==> src/hdl/bia_pkg.sv <==
`default_nettype none
package bia_pkg;

   // Pool size and the widths fixed by the beat fields.
   localparam int NUM_IDS   = 256;
   localparam int ID_W      = 8;
   localparam int MAX_W     = 9;
   localparam int STATUS_W  = 2;
   localparam int ID_SPAN   = 1 << ID_W;

   // Only ids that fit the 8-bit fields are ever mapped.
   localparam int MAP_IDS   = (NUM_IDS < ID_SPAN) ? NUM_IDS : ID_SPAN;

   // The bitmap is held as words of 64 flags, one word scanned per read.
   localparam int WORD_W    = 64;
   localparam int BIT_W     = $clog2(WORD_W);
   localparam int NUM_WORDS = (MAP_IDS + WORD_W - 1) / WORD_W;
   localparam int WIDX_W    = (NUM_WORDS > 1) ? $clog2(NUM_WORDS) : 1;
   localparam int VISIT_W   = $clog2(NUM_WORDS + 1);

   localparam logic [MAX_W-1:0] MAX_IDS_RESET = MAX_W'(256);
   localparam logic [MAX_W-1:0] MAP_LIMIT     = MAX_W'(MAP_IDS);

   localparam logic MODE_ALLOC = 1'b0;
   localparam logic MODE_FREE  = 1'b1;

   localparam logic [STATUS_W-1:0] STATUS_DONE  = 2'd0;
   localparam logic [STATUS_W-1:0] STATUS_FULL  = 2'd1;
   localparam logic [STATUS_W-1:0] STATUS_RANGE = 2'd2;

   typedef enum logic [1:0] {
      S_IDLE,
      S_READ,
      S_EVAL,
      S_FINISH
   } ctrl_state_type;

   typedef struct packed {
      logic load;
      logic read;
      logic eval;
      logic step;
      logic finish;
   } dp_cmd_type;

   typedef struct packed {
      logic done;
      logic rsp_free;
   } dp_sts_type;

endpackage
`default_nettype wire

==> src/hdl/bia_ram.sv <==
`default_nettype none
module bia_ram #(
   parameter int WIDTH = 64,
   parameter int DEPTH = 4
) (
   input  wire logic                                     clock,
   input  wire logic [((DEPTH > 1) ? $clog2(DEPTH) : 1)-1:0] addr,
   input  wire logic                                     we,
   input  wire logic                                     re,
   input  wire logic [WIDTH-1:0]                         wdata,
   output logic      [WIDTH-1:0]                         rdata
);

   logic [WIDTH-1:0] mem [DEPTH];
   logic [WIDTH-1:0] rdata_ff;

   always_ff @(posedge clock) begin
      if (we) begin
         mem[addr] <= wdata;
      end
      if (re) begin
         rdata_ff <= mem[addr];
      end
   end

   assign rdata = rdata_ff;

endmodule
`default_nettype wire

==> src/hdl/bia_ctrl.sv <==
`default_nettype none
module bia_ctrl
   import bia_pkg::*;
(
   input  wire logic       clock,
   input  wire logic       reset,
   input  wire logic       req_valid,
   output logic            req_ready,
   input  wire dp_sts_type sts,
   output dp_cmd_type      cmd
);

   ctrl_state_type state_ff, state_in;

   always_ff @(posedge clock) begin
      if (reset) begin
         state_ff <= S_IDLE;
      end else begin
         state_ff <= state_in;
      end
   end

   always_comb begin
      state_in = state_ff;
      case (state_ff)
         S_IDLE: begin
            if (req_valid) state_in = S_READ;
         end
         S_READ:   state_in = S_EVAL;
         S_EVAL: begin
            state_in = sts.done ? S_FINISH : S_READ;
         end
         S_FINISH: begin
            if (sts.rsp_free) state_in = S_IDLE;
         end
         default:  state_in = S_IDLE;
      endcase
   end

   always_comb begin
      req_ready  = 1'b0;
      cmd        = '0;
      case (state_ff)
         S_IDLE: begin
            req_ready = 1'b1;
            cmd.load  = req_valid;
         end
         S_READ: begin
            cmd.read = 1'b1;
         end
         S_EVAL: begin
            cmd.eval = 1'b1;
            cmd.step = !sts.done;
         end
         S_FINISH: begin
            cmd.finish = sts.rsp_free;
         end
         default: begin
            cmd = '0;
         end
      endcase
   end

endmodule
`default_nettype wire

==> src/hdl/bia_datapath.sv <==
`default_nettype none
module bia_datapath
   import bia_pkg::*;
(
   input  wire logic                clock,
   input  wire logic                reset,
   input  wire dp_cmd_type          cmd,
   output dp_sts_type               sts,
   input  wire logic                req_mode,
   input  wire logic [ID_W-1:0]     req_start_id,
   input  wire logic [ID_W-1:0]     req_free_id,
   input  wire logic                csr_valid,
   input  wire logic [MAX_W-1:0]    csr_max_ids,
   input  wire logic                rsp_ready,
   output logic                     rsp_valid,
   output logic      [ID_W-1:0]     rsp_alloc_id,
   output logic      [STATUS_W-1:0] rsp_status
);

   logic [MAX_W-1:0]    max_ids_ff;
   logic [MAX_W-1:0]    lim;

   logic                mode_ff,  mode_in;
   logic [ID_W-1:0]     start_ff, start_in;
   logic [ID_W-1:0]     fid_ff;
   logic                range_ok_ff, range_ok_in;
   logic [WIDX_W-1:0]   word_ff,  word_in;
   logic [VISIT_W-1:0]  visit_ff, visit_in;
   logic [NUM_WORDS-1:0] row_valid_ff;
   logic                rd_valid_ff;

   logic [WORD_W-1:0]   ram_q;
   logic [WORD_W-1:0]   word_bits;
   logic [WORD_W-1:0]   cand;
   logic [WORD_W-1:0]   wdata;
   logic                ram_we;
   logic                found;
   logic                last_visit;
   logic [BIT_W-1:0]    hit_bit;
   logic [MAX_W-1:0]    bit_id;

   logic [ID_W-1:0]     res_id_ff;
   logic [STATUS_W-1:0] res_status_ff;
   logic                rsp_valid_ff;
   logic [ID_W-1:0]     rsp_id_ff;
   logic [STATUS_W-1:0] rsp_status_ff;

   always_ff @(posedge clock) begin
      if (reset) begin
         max_ids_ff <= MAX_IDS_RESET;
      end else if (csr_valid) begin
         max_ids_ff <= csr_max_ids;
      end
   end

   assign lim = (max_ids_ff > MAP_LIMIT) ? MAP_LIMIT : max_ids_ff;

   // Capture the request; a start outside the active range searches from zero.
   always_comb begin
      mode_in     = req_mode;
      range_ok_in = MAX_W'(req_free_id) < lim;
      start_in    = (MAX_W'(req_start_id) < lim) ? req_start_id : '0;
      visit_in    = '0;
      if (req_mode == MODE_FREE) begin
         word_in = range_ok_in ? WIDX_W'(req_free_id >> BIT_W) : '0;
      end else begin
         word_in = WIDX_W'(start_in >> BIT_W);
      end
      if (!cmd.load) begin
         mode_in     = mode_ff;
         range_ok_in = range_ok_ff;
         start_in    = start_ff;
         visit_in    = visit_ff;
         word_in     = word_ff;
         if (cmd.step) begin
            visit_in = visit_ff + VISIT_W'(1);
            word_in  = (word_ff == WIDX_W'(NUM_WORDS - 1)) ? '0 : word_ff + WIDX_W'(1);
         end
      end
   end

   always_ff @(posedge clock) begin
      mode_ff     <= mode_in;
      start_ff    <= start_in;
      range_ok_ff <= range_ok_in;
      word_ff     <= word_in;
      visit_ff    <= visit_in;
      if (cmd.load) begin
         fid_ff <= req_free_id;
      end
   end

   // A word never written since reset reads as all free.
   always_ff @(posedge clock) begin
      if (reset) begin
         row_valid_ff <= '0;
         rd_valid_ff  <= 1'b0;
      end else begin
         if (cmd.read) begin
            rd_valid_ff <= row_valid_ff[word_ff];
         end
         if (ram_we) begin
            row_valid_ff[word_ff] <= 1'b1;
         end
      end
   end

   assign word_bits  = rd_valid_ff ? ram_q : '0;
   assign last_visit = (visit_ff == VISIT_W'(NUM_WORDS));

   // The first visit of the start word covers ids at or above start, the
   // closing visit of the same word covers the ids below it.
   always_comb begin
      cand = '0;
      for (int b = 0; b < WORD_W; b++) begin
         bit_id  = MAX_W'({word_ff, BIT_W'(b)});
         cand[b] = !word_bits[b] && (bit_id < lim);
         if (visit_ff == '0) begin
            cand[b] = cand[b] && (bit_id >= MAX_W'(start_ff));
         end else if (last_visit) begin
            cand[b] = cand[b] && (bit_id < MAX_W'(start_ff));
         end
      end
   end

   always_comb begin
      hit_bit = '0;
      for (int b = WORD_W - 1; b >= 0; b--) begin
         if (cand[b]) hit_bit = BIT_W'(b);
      end
   end

   assign found = |cand;

   always_comb begin
      if (mode_ff == MODE_FREE) begin
         wdata  = word_bits & ~(WORD_W'(1) << fid_ff[BIT_W-1:0]);
         ram_we = cmd.eval && range_ok_ff;
      end else begin
         wdata  = word_bits | (WORD_W'(1) << hit_bit);
         ram_we = cmd.eval && found;
      end
   end

   bia_ram #(
      .WIDTH (WORD_W),
      .DEPTH (NUM_WORDS)
   ) u_map (
      .clock (clock),
      .addr  (word_ff),
      .we    (ram_we),
      .re    (cmd.read),
      .wdata (wdata),
      .rdata (ram_q)
   );

   always_ff @(posedge clock) begin
      if (cmd.eval) begin
         if (mode_ff == MODE_FREE) begin
            res_id_ff     <= '0;
            res_status_ff <= range_ok_ff ? STATUS_DONE : STATUS_RANGE;
         end else if (found) begin
            res_id_ff     <= ID_W'({word_ff, hit_bit});
            res_status_ff <= STATUS_DONE;
         end else begin
            res_id_ff     <= '0;
            res_status_ff <= STATUS_FULL;
         end
      end
   end

   assign sts.done     = (mode_ff == MODE_FREE) || found || last_visit;
   assign sts.rsp_free = !rsp_valid_ff || rsp_ready;

   always_ff @(posedge clock) begin
      if (reset) begin
         rsp_valid_ff <= 1'b0;
      end else if (cmd.finish) begin
         rsp_valid_ff <= 1'b1;
      end else if (rsp_ready) begin
         rsp_valid_ff <= 1'b0;
      end
   end

   always_ff @(posedge clock) begin
      if (cmd.finish) begin
         rsp_id_ff     <= res_id_ff;
         rsp_status_ff <= res_status_ff;
      end
   end

   assign rsp_valid    = rsp_valid_ff;
   assign rsp_alloc_id = rsp_id_ff;
   assign rsp_status   = rsp_status_ff;

endmodule
`default_nettype wire

==> src/hdl/bitmap_id_allocator_unit.sv <==
// Channel   Direction  Handshake              Payload
// req       in         req_valid / req_ready  req_mode, req_start_id, req_free_id
// rsp       out        rsp_valid / rsp_ready  rsp_alloc_id, rsp_status
// csr       in         csr_valid / csr_ready  csr_max_ids
//
// The result beat is offered once the request beat is accepted, the first word is read
// and evaluated, and the result is moved into the output register when it is free; an
// allocation that misses reads and evaluates each further 64-id word in turn. The map
// memory is read once per visited word, at most NUM_WORDS + 1 visits; a free visits one.
// Synchronous active-high reset clears the map through per-word valid flags.
// A new request is taken while a finished result waits in the output register.
`default_nettype none
module bitmap_id_allocator_unit
   import bia_pkg::*;
(
   input  wire logic                clock,
   input  wire logic                reset,
   input  wire logic                req_valid,
   output logic                     req_ready,
   input  wire logic                req_mode,
   input  wire logic [ID_W-1:0]     req_start_id,
   input  wire logic [ID_W-1:0]     req_free_id,
   output logic                     rsp_valid,
   input  wire logic                rsp_ready,
   output logic      [ID_W-1:0]     rsp_alloc_id,
   output logic      [STATUS_W-1:0] rsp_status,
   input  wire logic                csr_valid,
   output logic                     csr_ready,
   input  wire logic [MAX_W-1:0]    csr_max_ids
);

   dp_cmd_type cmd;
   dp_sts_type sts;

   assign csr_ready = 1'b1;

   bia_ctrl u_ctrl (
      .clock     (clock),
      .reset     (reset),
      .req_valid (req_valid),
      .req_ready (req_ready),
      .sts       (sts),
      .cmd       (cmd)
   );

   bia_datapath u_dp (
      .clock        (clock),
      .reset        (reset),
      .cmd          (cmd),
      .sts          (sts),
      .req_mode     (req_mode),
      .req_start_id (req_start_id),
      .req_free_id  (req_free_id),
      .csr_valid    (csr_valid),
      .csr_max_ids  (csr_max_ids),
      .rsp_ready    (rsp_ready),
      .rsp_valid    (rsp_valid),
      .rsp_alloc_id (rsp_alloc_id),
      .rsp_status   (rsp_status)
   );

endmodule
`default_nettype wire

==> config.mk <==
export PLATFORM = sky130hd
export DESIGN_NAME = bitmap_id_allocator_unit
export DESIGN_NICKNAME = d
export VERILOG_FILES = /design/src/hdl/bia_pkg.sv /design/src/hdl/bia_ram.sv /design/src/hdl/bia_ctrl.sv /design/src/hdl/bia_datapath.sv /design/src/hdl/bitmap_id_allocator_unit.sv
export SDC_FILE = /design/constraint.sdc
export NUM_CORES = 1
export LEC_CHECK = 0
export BUFFER_PORTS_ARGS = -buffer_cell sky130_fd_sc_hd__buf_2
export CELL_PAD_IN_SITES_DETAIL_PLACEMENT = 1
export CELL_PAD_IN_SITES_GLOBAL_PLACEMENT = 1
export CORE_UTILIZATION = 47
export DETAILED_ROUTE_END_ITERATION = 7
export HOLD_SLACK_MARGIN = 0.12
export PLACE_DENSITY_LB_ADDON = 0.1
export SLEW_MARGIN = 25
export SYNTH_ARGS = -nofsm -noshare
export SYNTH_HDL_FRONTEND = slang
export SYNTH_SLANG_ARGS = --single-unit
==> constraint.sdc <==
create_clock -name clock -period 5.8 [get_ports clock]
set_input_delay 0.87 -clock clock [delete_from_list [all_inputs] [get_ports clock]]
set_output_delay 0.87 -clock clock [all_outputs]
set_load 0.03 [all_outputs]
==> flow_metrics.py <==
metrics = {
    "placed_design": {
        "dpl_cell_area_um2": 20200,
        "dpl.hpwl_mm": 51.2,
        "portBuffers": 42,
        "place.gp.congestion": 1.03,
    },
    "clock_network": {
        "cts-resized-gates": 0,
        "htree_num_levels": 2,
        "clk_latency_ns": 0.58,
        "tritoncts_num_sinks": 378,
        "clock-root-buffer": "clkbuf_16",
        "path_clk_slew_ns": 0.06,
        "numCtsBuffers": 41,
        "cts_tree": "done",
        "clockBufferDepth": 3,
        "cts.hold.buffers_added": 0,
        "post_cts_buffers": 0,
    },
    "sta": {
        "period_minus_slack_ns": 5.50,
        "fin_skew_ns": 0.0165,
        "max_slew_margin": 0.318,
        "holdWs_ns": 0.419,
        "finalCritPeriodShare": 0.949,
        "fmax_ghz": 0.182,
        "tightest_slew_ns": 1.02,
        "grt_setup_unrepaired": "no",
        "setup_tns_ns": 0,
        "hold_viol_final": 0,
        "setup_violations": 0,
        "slew_violations": 0,
    },
    "route": {
        "viasPerCell": 6.70,
        "wire_per_inst_um": 33.2,
        "drt-total-wl_mm": 70.2,
        "firstDrtPassIters": 5,
        "drtAntennaViolNets": 0,
        "vias": 14200,
        "route.detailed.drc": 0,
        "drt_iter0_markers": 1427,
    },
    "pwr": {
        "p_leak_nw": 7.21,
        "ir_drop_mv": 0.283,
        "power_density_nw_per_um2": 336,
    },
    "floorplan": {
        "die_h_um": 204,
        "start_util": 0.479,
        "die_area_um2": 41600,
        "die_w_um": 204,
        "core_area_um2": 40000,
        "rows": 73,
        "pin_count": 44,
    },
    "worst_setup_path": {
        "worst-path-stages": 14,
        "cp_num_buf_inv": 2,
        "cp_cell_sequence": "inv_1 -> ha_1 -> nand4b_1 -> buf_4 -> nor2_1 -> a211oi_1 -> and3b_4 -> nor2_1 -> nand3_1 -> o211ai_1 -> a41oi_2 -> or3_1 -> a31oi_4 -> o21ai_0",
        "crit_path_max_fanout": 16,
        "worst_path_max_delay_cell": "a31oi_4",
        "worstSetupPathType": "reg2reg",
        "r2r_cells": 14,
        "max_stage_delay_ns": 0.64,
        "crit_path_frequent_cell": "nor2_1",
        "required_ns": 6.03,
        "crit_path_end_kind": "flip-flop",
        "arrival_ns": 5.73,
        "critPathLaunchType": "flip-flop",
        "critical_path.top_delay_family": "simple AND/OR/NAND/NOR gates",
    },
    "min_path": {
        "hold_depth": 0,
        "hold_path.class": "reg2reg",
    },
    "finish": {
        "final_common_cell": "edfxtp_1",
        "fin_nets": 1612,
        "drive_above_1_share": 0.183,
        "final_util": 0.540,
        "mostFrequentLayoutCells": "edfxtp_1 (358), nand2_1 (122), nor2_1 (117)",
        "n_antenna_cell": 0,
        "syn2layout_area_growth_pct": 12.8,
        "final_area_um2": 21600,
    },
    "logic_synthesis": {
        "postSynthAreaPerCell_um2": 12.7,
        "synth_seq_area_share": 0.582,
        "syn_area_um2": 19200,
        "synthesis.nets": 1564,
        "async_reset_ff_frac": 0,
        "netlist_instances": 1507,
        "synthFlopType": "edfxtp_1",
        "synth-edff-count": 358,
        "synth.distinct_cells": 97,
        "ys_warn_count": 0,
        "yosys_register_bits": 378,
    },
    "grt": {
        "grt_overflow_total": 0,
        "grt_pass1_vias": 14100,
        "antenna_found_initial": 1,
        "grt_usage": 0.345,
        "grt_max_degree": 66,
        "grt_pass1_wl_mm": 102,
    },
    "run_status": {
        "status": "completed",
    },
    "job": {
        "drv_cap": 0,
    },
}
-- through the flow --
stage | total power [mW] | cells | setup WS, ns
finish | 7.27 | 2113 | 0.297
CTS | 7.28 | 2112 | 0.416
floorplan | 4.09 | 1507 | 0.482
global route | 7.48 | 2113 | 0.0148
global placement | 4.58 | 2034 | 0.595
detailed placement | 4.59 | 2036 | 0.437
-- report_power, final --
group	switching (mW)	internal, mW	total (mW)	leakage (nW)
clock	1.10	1.60	2.70	0.681
combinational	0.921	0.477	1.40	3.09
sequential	0.0745	3.10	3.17	3.43
-- worst paths after layout --
| check | startpoint | end | slack, ns |
|---|---|---|---|
| hold reg to reg | u_dp.res_id_ff[2]$_SDFFCE_PP0P_ | u_dp.rsp_alloc_id[2]$_DFFE_PP_ | 0.42 |
| hold / removal | u_dp.res_id_ff[2]$_SDFFCE_PP0P_ | u_dp.rsp_alloc_id[2]$_DFFE_PP_ | 0.42 |
| setup reg to reg | u_dp.word_ff[0]$_DFFE_PP_ | u_dp.u_map.mem[0][52]$_DFFE_PP_ | 0.30 |
| setup / recovery | u_dp.word_ff[0]$_DFFE_PP_ | u_dp.u_map.mem[0][52]$_DFFE_PP_ | 0.30 |
-- logic make-up (layout without fill, tap and decap cells) --
family	after synthesis	count (layout)	share of synthesized area
AO/OA/AOI/OAI	384	384	0.142
XOR/XNOR	9	9	0.00411
adder cells (fa/ha/maj)	26	26	0.0170
buffers and inverters	127	208	0.0299
flip-flops	378	378	0.582
multiplexers	84	84	0.0863
other	1	1	0.000196
AND/OR/NAND/NOR	498	498	0.139
-- state kept, by name, indices dropped and copies added (netlist names), 3 cells and up --
name	flops
u_dp.u_map.mem	256
u_dp.row_valid_ff	4
u_dp.max_ids_ff	9
u_dp.visit_ff	3
u_dp.u_map.rdata	64
u_dp.fid_ff	6
u_dp.rsp_alloc_id	8
u_dp.start_ff	8
u_dp.res_id_ff	8
-- final cells by class --
class / count / area [um^2]
multi-input combinational: 1002 / 7480
clock buffer: 53 / 1120
timing repair buffer: 108 / 842
clock inverter: 23 / 275
sequential: 378 / 11200
inverter: 24 / 90.1
fill: 3990 / 18400
tap: 525 / 657
-- Yosys cell counts (12+ instances only) --
cell / number / area, um^2
a211oi_1: 12 / 90.1
nor2b_1: 24 / 150
mux4_2: 65 / 1460
a31oi_1: 18 / 113
mux2i_1: 19 / 190
nand4_1: 13 / 81.3
o21ai_0: 61 / 305
a221oi_1: 13 / 114
or3_1: 13 / 81.3
edfxtp_1: 358 / 10800
clkbuf_1: 45 / 169
and2_1: 21 / 131
o22ai_1: 38 / 238
dfxtp_1: 20 / 400
nand2_1: 122 / 458
buf_1: 12 / 45.0
nand2b_1: 16 / 100
nand3_1: 60 / 300
inv_1: 23 / 86.3
o21a_1: 13 / 97.6
buf_2: 34 / 170
nor3_1: 16 / 80.1
a21o_1: 23 / 173
o211ai_1: 37 / 278
a21oi_1: 59 / 295
nor2_1: 119 / 447
ha_1: 26 / 325
-- worst reg2reg max path: stages, from the launching register on --
cell and delay [ns]:
edfxtp_1 0.43, inv_1 0.17, ha_1 0.46, nand4b_1 0.53
buf_4 0.39, nor2_1 0.28, a211oi_1 0.12, and3b_4 0.25
nor2_1 0.30, nand3_1 0.20, o211ai_1 0.28, a41oi_2 0.26
or3_1 0.46, a31oi_4 0.64, o21ai_0 0.39
-- metal layers --
layer	GRT usage	vias up	part of all wire
li1	-	6060	-
met1	0.491	7338	0.43
met2	0.528	637	0.45
met3	0.0666	120	0.077
met4	0.123	2	0.038
met5	0	-	0.00019
No activity file was read; power rests on OpenSTA's default activity.
